$ cat config.mk
export PLATFORM = sky130hd
export DESIGN_NAME = prefixed_number_text_parser_flat
export DESIGN_NICKNAME = d
export VERILOG_FILES = /design/src/rtl/core/pnt_pkg.sv /design/src/rtl/core/pnt_char_if.sv /design/src/rtl/core/pnt_num_if.sv /design/src/rtl/core/prefixed_number_text_parser.sv /design/src/rtl/core/pnt_step.sv /design/src/flat_wrapper.sv
export SDC_FILE = /design/constraint.sdc
export NUM_CORES = 1
export LEC_CHECK = 0
export BUFFER_PORTS_ARGS = -buffer_cell sky130_fd_sc_hd__buf_2
export CELL_PAD_IN_SITES_DETAIL_PLACEMENT = 0
export CELL_PAD_IN_SITES_GLOBAL_PLACEMENT = 1
export CORE_AREA = 8 8 120 177
export CTS_BUF_LIST = sky130_fd_sc_hd__clkbuf_8
export DETAILED_ROUTE_END_ITERATION = 7
export DIE_AREA = 0 0 128 185
export HOLD_SLACK_MARGIN = 0.06
export MAX_ROUTING_LAYER = met4
export PLACE_DENSITY = 0.74
export SLEW_MARGIN = 5
export SYNTH_ARGS = -nofsm -noshare
export SYNTH_HDL_FRONTEND = slang
export SYNTH_SLANG_ARGS = --single-unit
$ cat constraint.sdc
create_clock -name clk -period 3.8 [get_ports clk]
set_clock_uncertainty 0.15 [all_clocks]
set_input_delay 0.19 -clock clk [delete_from_list [all_inputs] [get_ports clk]]
set_output_delay 0.19 -clock clk [all_outputs]
set_load 0.01 [all_outputs]
$ cat src/rtl/core/pnt_pkg.sv
// Package for the prefixed number text parser.
// Holds the parse phase and radix types, character codes and the step result struct.
// No dependencies.
package pnt_pkg;

    localparam int unsigned CharW  = 8;
    localparam int unsigned CountW = 8;
    localparam int unsigned OutW   = 32;

    typedef enum logic [2:0] {
        PH_IDLE = 3'd0,
        PH_ZERO = 3'd1,
        PH_DEC  = 3'd2,
        PH_HEX  = 3'd3,
        PH_OCT  = 3'd4,
        PH_BIN  = 3'd5
    } phase_t;

    typedef enum logic [1:0] {
        RADIX_DEC = 2'd0,
        RADIX_HEX = 2'd1,
        RADIX_OCT = 2'd2,
        RADIX_BIN = 2'd3
    } radix_t;

    localparam logic [CharW-1:0] CH_0  = 8'h30;
    localparam logic [CharW-1:0] CH_1  = 8'h31;
    localparam logic [CharW-1:0] CH_7  = 8'h37;
    localparam logic [CharW-1:0] CH_9  = 8'h39;
    localparam logic [CharW-1:0] CH_UA = 8'h41;
    localparam logic [CharW-1:0] CH_UF = 8'h46;
    localparam logic [CharW-1:0] CH_LA = 8'h61;
    localparam logic [CharW-1:0] CH_LF = 8'h66;
    localparam logic [CharW-1:0] CH_UX = 8'h58;
    localparam logic [CharW-1:0] CH_LX = 8'h78;
    localparam logic [CharW-1:0] CH_UB = 8'h42;
    localparam logic [CharW-1:0] CH_LB = 8'h62;
    localparam logic [CharW-1:0] CH_UO = 8'h4F;
    localparam logic [CharW-1:0] CH_LO = 8'h6F;

    localparam logic [CountW-1:0] CountMax = 8'hFF;

    // one finished number, as presented on the result channel
    typedef struct packed {
        logic [OutW-1:0]   value;
        logic [CountW-1:0] count;
        radix_t            radix;
        logic              at_limit;
    } result_t;

    function automatic radix_t radix_of(input phase_t ph);
        radix_t r;
        unique case (ph)
            PH_HEX:  r = RADIX_HEX;
            PH_OCT:  r = RADIX_OCT;
            PH_BIN:  r = RADIX_BIN;
            default: r = RADIX_DEC;
        endcase
        return r;
    endfunction

endpackage

$ cat src/rtl/core/pnt_char_if.sv
// Character input channel: valid/ready handshake with one text byte.
// Depends on pnt_pkg.
interface pnt_char_if
    import pnt_pkg::*;
();
    logic             valid;
    logic             ready;
    logic [CharW-1:0] char_code;
    logic             last_in_buffer;

    modport source (output valid, output char_code, output last_in_buffer, input ready);
    modport sink   (input valid, input char_code, input last_in_buffer, output ready);
endinterface

$ cat src/rtl/core/pnt_num_if.sv
// Result channel: valid/ready handshake with one parsed number.
// Depends on pnt_pkg.
interface pnt_num_if
    import pnt_pkg::*;
();
    logic              valid;
    logic              ready;
    logic [OutW-1:0]   parsed_value;
    logic [CountW-1:0] chars_consumed;
    logic [1:0]        radix_code;
    logic              stopped_at_limit;

    modport source (output valid, output parsed_value, output chars_consumed,
                    output radix_code, output stopped_at_limit, input ready);
    modport sink   (input valid, input parsed_value, input chars_consumed,
                    input radix_code, input stopped_at_limit, output ready);
endinterface

$ cat src/rtl/core/prefixed_number_text_parser.sv
// Top level of the prefixed number text parser: parse state and result register.
// Depends on pnt_pkg, pnt_char_if, pnt_num_if and pnt_step.
//
//  channel   dir   handshake     payload
//  chars     in    valid/ready   char_code[7:0], last_in_buffer
//  numbers   out   valid/ready   parsed_value[31:0], chars_consumed[7:0],
//                                radix_code[1:0], stopped_at_limit
//
// One character per cycle: the whole step is a shift-and-add on the
// accumulator plus phase decode, done between the parse state and the
// result register. A number appears on numbers in the cycle after the
// transfer of the character that ends it. chars stays ready while the
// result register is empty or being drained; it stalls only when a
// result is held. Reset returns the parser to idle with nothing pending.
module prefixed_number_text_parser
    import pnt_pkg::*;
#(
    parameter int unsigned VALUE_WIDTH = 32
)(
    input  logic       clk,
    input  logic       rst_n,
    pnt_char_if.sink   chars,
    pnt_num_if.source  numbers
);
    phase_t                 phase_reg;
    phase_t                 phase_next;
    logic [VALUE_WIDTH-1:0] acc_reg;
    logic [VALUE_WIDTH-1:0] acc_next;
    logic [CountW-1:0]      count_reg;
    logic [CountW-1:0]      count_next;
    logic                   emit;
    result_t                result;
    result_t                out_reg;
    logic                   out_valid_reg;
    logic                   take;

    assign chars.ready = !out_valid_reg || numbers.ready;
    assign take        = chars.valid && chars.ready;

    pnt_step #(
        .VALUE_WIDTH (VALUE_WIDTH)
    ) u_step (
        .char_code      (chars.char_code),
        .last_in_buffer (chars.last_in_buffer),
        .phase          (phase_reg),
        .acc            (acc_reg),
        .count          (count_reg),
        .phase_next     (phase_next),
        .acc_next       (acc_next),
        .count_next     (count_next),
        .emit           (emit),
        .result         (result)
    );

    always_ff @(posedge clk or negedge rst_n)
    begin
        if (!rst_n) begin
            phase_reg <= PH_IDLE;
            acc_reg   <= '0;
            count_reg <= '0;
        end else if (take) begin
            phase_reg <= phase_next;
            acc_reg   <= acc_next;
            count_reg <= count_next;
        end
    end

    always_ff @(posedge clk or negedge rst_n)
    begin
        if (!rst_n) begin
            out_valid_reg <= 1'b0;
        end else if (chars.ready) begin
            out_valid_reg <= take && emit;
        end
    end

    always_ff @(posedge clk)
    begin
        if (take && emit) begin
            out_reg <= result;
        end
    end

    assign numbers.valid            = out_valid_reg;
    assign numbers.parsed_value     = out_reg.value;
    assign numbers.chars_consumed   = out_reg.count;
    assign numbers.radix_code       = out_reg.radix;
    assign numbers.stopped_at_limit = out_reg.at_limit;

endmodule

$ cat src/rtl/core/pnt_step.sv
// Per-character parse step: digit decode, shift-and-add, phase transitions.
// Purely combinational; depends on pnt_pkg.
module pnt_step
    import pnt_pkg::*;
#(
    parameter int unsigned VALUE_WIDTH = 32
)(
    input  logic [CharW-1:0]       char_code,
    input  logic                   last_in_buffer,
    input  phase_t                 phase,
    input  logic [VALUE_WIDTH-1:0] acc,
    input  logic [CountW-1:0]      count,
    output phase_t                 phase_next,
    output logic [VALUE_WIDTH-1:0] acc_next,
    output logic [CountW-1:0]      count_next,
    output logic                   emit,
    output result_t                result
);
    localparam int unsigned ExtW = (VALUE_WIDTH > OutW) ? VALUE_WIDTH : OutW;

    logic                   is_dec;
    logic                   is_oct;
    logic                   is_bin;
    logic                   is_lhex;
    logic                   is_uhex;
    logic [3:0]             digit;
    logic [VALUE_WIDTH-1:0] acc_dec;
    logic [VALUE_WIDTH-1:0] acc_hex;
    logic [VALUE_WIDTH-1:0] acc_oct;
    logic [VALUE_WIDTH-1:0] acc_bin;
    logic [CountW-1:0]      count_inc;
    phase_t                 ph_n;
    logic [VALUE_WIDTH-1:0] acc_n;
    logic [CountW-1:0]      cnt_n;
    logic                   invalid;
    logic [ExtW-1:0]        acc_ext;

    assign is_dec  = (char_code >= CH_0) && (char_code <= CH_9);
    assign is_oct  = (char_code >= CH_0) && (char_code <= CH_7);
    assign is_bin  = (char_code == CH_0) || (char_code == CH_1);
    assign is_lhex = (char_code >= CH_LA) && (char_code <= CH_LF);
    assign is_uhex = (char_code >= CH_UA) && (char_code <= CH_UF);

    // letters a-f / A-F have low nibble 1..6, so value is nibble + 9
    assign digit = is_dec ? char_code[3:0] : (char_code[3:0] + 4'd9);

    assign acc_dec = (acc << 3) + (acc << 1) + VALUE_WIDTH'(digit);
    assign acc_hex = (acc << 4) + VALUE_WIDTH'(digit);
    assign acc_oct = (acc << 3) + VALUE_WIDTH'(digit);
    assign acc_bin = (acc << 1) + VALUE_WIDTH'(digit);

    assign count_inc = (count == CountMax) ? count : count + CountW'(1);

    always_comb
    begin
        ph_n    = phase;
        acc_n   = acc;
        cnt_n   = count;
        invalid = 1'b0;
        unique case (phase)
            PH_ZERO:
            begin
                if ((char_code == CH_LX) || (char_code == CH_UX)) begin
                    ph_n  = PH_HEX;
                    cnt_n = count_inc;
                end else if ((char_code == CH_LB) || (char_code == CH_UB)) begin
                    ph_n  = PH_BIN;
                    cnt_n = count_inc;
                end else if ((char_code == CH_LO) || (char_code == CH_UO)) begin
                    ph_n  = PH_OCT;
                    cnt_n = count_inc;
                end else if (is_dec) begin
                    ph_n  = PH_DEC;
                    acc_n = acc_dec;
                    cnt_n = count_inc;
                end else begin
                    invalid = 1'b1;
                end
            end
            PH_DEC:
            begin
                if (is_dec) begin
                    acc_n = acc_dec;
                    cnt_n = count_inc;
                end else begin
                    invalid = 1'b1;
                end
            end
            PH_HEX:
            begin
                if (is_dec || is_lhex || is_uhex) begin
                    acc_n = acc_hex;
                    cnt_n = count_inc;
                end else begin
                    invalid = 1'b1;
                end
            end
            PH_OCT:
            begin
                if (is_oct) begin
                    acc_n = acc_oct;
                    cnt_n = count_inc;
                end else begin
                    invalid = 1'b1;
                end
            end
            PH_BIN:
            begin
                if (is_bin) begin
                    acc_n = acc_bin;
                    cnt_n = count_inc;
                end else begin
                    invalid = 1'b1;
                end
            end
            default:
            begin
                // idle and unused codes: start a fresh number
                ph_n  = PH_IDLE;
                acc_n = '0;
                cnt_n = '0;
                if (is_dec) begin
                    acc_n = VALUE_WIDTH'(digit);
                    cnt_n = CountW'(1);
                    ph_n  = (char_code == CH_0) ? PH_ZERO : PH_DEC;
                end else begin
                    invalid = 1'b1;
                end
            end
        endcase
    end

    assign emit    = invalid || last_in_buffer;
    assign acc_ext = ExtW'(acc_n);

    assign result.value    = acc_ext[OutW-1:0];
    assign result.count    = cnt_n;
    assign result.radix    = radix_of(ph_n);
    assign result.at_limit = !invalid;

    assign phase_next = emit ? PH_IDLE : ph_n;
    assign acc_next   = emit ? '0 : acc_n;
    assign count_next = emit ? '0 : cnt_n;

endmodule
$ cat src/flat_wrapper.sv
// flat-port wrapper written by rule: the top's interface ports become plain ports
module prefixed_number_text_parser_flat import pnt_pkg::*;
#(
    parameter int unsigned VALUE_WIDTH = 32
)
  (clk, rst_n, chars_valid, chars_char_code, chars_last_in_buffer, chars_ready, numbers_valid, numbers_parsed_value, numbers_chars_consumed, numbers_radix_code, numbers_stopped_at_limit, numbers_ready);
  pnt_char_if chars_i ();
  pnt_num_if numbers_i ();
  input  logic clk;
  input  logic rst_n;
  input wire logic [$bits(chars_i.valid)-1:0] chars_valid;
  input wire logic [$bits(chars_i.char_code)-1:0] chars_char_code;
  input wire logic [$bits(chars_i.last_in_buffer)-1:0] chars_last_in_buffer;
  output wire logic [$bits(chars_i.ready)-1:0] chars_ready;
  output wire logic [$bits(numbers_i.valid)-1:0] numbers_valid;
  output wire logic [$bits(numbers_i.parsed_value)-1:0] numbers_parsed_value;
  output wire logic [$bits(numbers_i.chars_consumed)-1:0] numbers_chars_consumed;
  output wire logic [$bits(numbers_i.radix_code)-1:0] numbers_radix_code;
  output wire logic [$bits(numbers_i.stopped_at_limit)-1:0] numbers_stopped_at_limit;
  input wire logic [$bits(numbers_i.ready)-1:0] numbers_ready;
  assign chars_i.valid = chars_valid;
  assign chars_i.char_code = chars_char_code;
  assign chars_i.last_in_buffer = chars_last_in_buffer;
  assign chars_ready = chars_i.ready;
  assign numbers_valid = numbers_i.valid;
  assign numbers_parsed_value = numbers_i.parsed_value;
  assign numbers_chars_consumed = numbers_i.chars_consumed;
  assign numbers_radix_code = numbers_i.radix_code;
  assign numbers_stopped_at_limit = numbers_i.stopped_at_limit;
  assign numbers_i.ready = numbers_ready;
  prefixed_number_text_parser #(.VALUE_WIDTH(VALUE_WIDTH)) u_core (.clk(clk), .rst_n(rst_n), .chars(chars_i), .numbers(numbers_i));
endmodule
==> results.toml <==
[detailed_routing]
first_pass_iters = 8
drc = 0
dr.first_iter.drc_count = 691
routed_via_density = 6.086
wl_per_cell_um = 21.24
final_antenna_net_count = 0
totalWireLength_um = 27230
vias = 7802

[synthesis]
seq_area_frac_synth_pct = 29.81
async_reset_ff_share_pct = 50.57
synth_area_leader_cell = "edfxtp_1"
avgSynthCellArea_um2 = 8.742
ys_types = 81
synth_common_cells = "nand2_1 (92), ha_1 (68), nor2_1 (55)"
yosysMostFrequentCell = "nand2_1"
netlist_area_um2 = 8025
ys_seq_elements = 87
syn-num-nets = 1002
synth_area_leaders = "edfxtp_1 (16%), dfrtp_1 (14%), ha_1 (11%)"
ys.flop_type = "dfrtp_1"
synth.top_cell.area_share_pct = 16.09
synth_warnings = 0
syn-instance-count = 918
synth_enable_flop_cells = 43

[clock_network]
cts_max_level = 3
worstSkewPairLatency_ps = 400
cts_root_buf = "clkbuf_8"
cts-buffers-inserted = 9
clkSlewWorstSetupHoldPaths_ps = 100
cts_tree = "built"
clk_path_buf_depth = 2
cts_sinks = 87

[floorplan]
fp.coreArea_um2 = 18770
initial_core_util_pct = 42.75
rows = 62
die_w_um = 128
die_h_um = 185
ios = 58
dieArea_um2 = 23680

[power]
p_leak_nw = 4.194
cellPowerDensity_nw_per_um2 = 205.9
ir_drop_mv = 0.1454

[grt]
grt_pass1_wl_um = 41860
first_global_vias = 7691
grt_usage_pct = 23.58
antenna_found_initial = 0
grt_max_degree = 32
grt-ovfl-total = 0

[sta]
setup_tns_ps = 0
finalCriticalPeriod_ps = 3751
slew_headroom_pct = 27.92
setup_viol = 0
min_period_over_period_pct = 98.71
tightest_slew_ps = 1079
slew_violations = 0
hold_viol = 0
rsz0062_at_grt = "true"
fmax_ghz = 0.2666

[layout]
final_layout_size_suffix_gt1_share_pct = 22.51
final_core_util_pct = 51.27
syn2layout_area_growth_pct = 19.94
diodes = 0
nets = 1105

[place]
portBuffers = 57
hpwl_um = 20630
gp_congestion = 0.9086

[setup_path]
cp.required_ps = 3970
critPathKind = "in -> reg"
cp-end-kind = "flip-flop"
r2r-start = "u_core.acc_reg[6]"
crit_fanout = 5
crit_path_start_kind = "input port"
critPathLaunch = "chars_char_code[1]"
reg2reg_slack_ps = 330
arrival_ps = 3920

[flow_run]
max_cap_viol_count = 0

[run_status]
outcome = "finished, final reports clean"

[hold_path]
hold_path_class = "in -> async"
[metal layers]
metal | global-route usage [%] | share of wire, % | vias up
li1 | - | - | 3698
met1 | 25.14 | 39 | 3813
met2 | 41.15 | 52 | 223
met3 | 3.833 | 4.5 | 68
met4 | 12.56 | 4.5 | 0
met5 | - | 0 | -
[through the flow]
step / area, µm² / worst slack (ps) / hold WS (ps) / power (W) / cells
final: 9625 / 48.90 / 191.3 / 0.001982 / 1282
after floorplan: 8197 / -302.6 / -255.6 / 0.001196 / 918
after global routing: 9625 / -97.21 / 203.7 / 0.002063 / 1282
after global placement: 9281 / -525.9 / 104.9 / 0.001314 / 1260
after CTS: 9547 / 8.691 / 172.0 / 0.001999 / 1280
after detailed placement: 9281 / -552.8 / 98.68 / 0.001316 / 1260
[report_power, final]
part	internal [W]	switching, W	total (W)
clock network	0.000319	0.000360	0.000679
registers	0.00102	0.0000199	0.00104
logic	0.000100	0.000160	0.000260
total	0.00144	0.000540	0.00198
[worst max-delay path, cell delays in order]
cell and delay [ps]:
buf_12 90, inv_12 30, ha_4 150, o21ba_4 220, o21ai_4 200, o21ai_4 90
xnor2_2 160, inv_1 70, fa_1 490, inv_2 60, fa_2 370, a21o_1 210
a221oi_2 210, buf_4 170, a21o_1 180, a31oi_4 150, a211oi_2 240, nor2_2 100
mux2_4 330, a211oi_2 210
[path summary, 6_finish.rpt]
| kind | endpoint | depth (start not counted) |
|---|---|---|
| worst min register to register | u_core.acc_reg[31] | 2 |
| max in group asynchronous | u_core.acc_reg[6] | 3 |
| worst max-delay path | u_core.acc_reg[30] | 20 |
| worst min-delay path | u_core.acc_reg[23] | 2 |
| worst max register to register | u_core.acc_reg[21] | 11 |
| min in group clk | u_core.phase_reg[0] | 4 |
[cell families after synthesis]
logic type	share of synthesized area, %
adders and majority gates	11.35
DFF	29.81
xor gates and xnor gates	7.967
AOI/OAI and AO/OA	24.82
and+or+nand+nor	20.16
muxes	0.9510
buffers and inverters	4.942
[cells in the final DEF (no fill, tap or decap), types with 6 or more instances in the layout]
| master | instances |
|---|---|
| buf_4 | 99 |
| nand2_1 | 92 |
| ha_1 | 65 |
| buf_2 | 55 |
| nor2_1 | 53 |
| a21oi_1 | 48 |
| nand3_1 | 44 |
| dfrtp_1 | 44 |
| edfxtp_1 | 43 |
| xnor2_1 | 39 |
| o21ai_0 | 32 |
| xor2_1 | 32 |
| a22o_1 | 27 |
| inv_1 | 22 |
| nand4_1 | 18 |
| nor3_1 | 17 |
| a21o_1 | 16 |
| o211ai_1 | 16 |
| and2_1 | 14 |
| and3_1 | 13 |
| nand2b_1 | 11 |
| o22ai_1 | 11 |
| a221o_1 | 11 |
| clkbuf_8 | 10 |
| a211oi_1 | 9 |
| a221oi_1 | 9 |
| a222oi_1 | 9 |
| nor4_1 | 8 |
| o21ai_1 | 7 |
| o21a_1 | 6 |
| a31oi_1 | 6 |
| or3_1 | 6 |
[area by class of cell]
| cell class | count | area [µm²] |
|---|---|---|
| Sequential cell | 87 | 2392 |
| Clock inverter | 6 | 61.31 |
| Timing Repair Buffer | 162 | 1145 |
| Fill cell | 1835 | 9148 |
| Tap cell | 256 | 320.3 |
| Clock buffer | 10 | 137.6 |
| Multi-Input combinational cell | 737 | 5464 |
| Inverter | 24 | 105.1 |
[what timing repair did]
| item | in CTS | in global routing |
|---|---|---|
| hold endpoints to repair | 22 | 0 |
| setup buffers | 2 | 2 |
| setup endpoints to repair | 14 | 16 |
| gates resized for setup | 5 | 13 |
| pin swaps | 4 | 12 |
| hold buffers | 2 | 0 |
| cloned | 0 | 0 |
(Power assumes the default switching activity.)
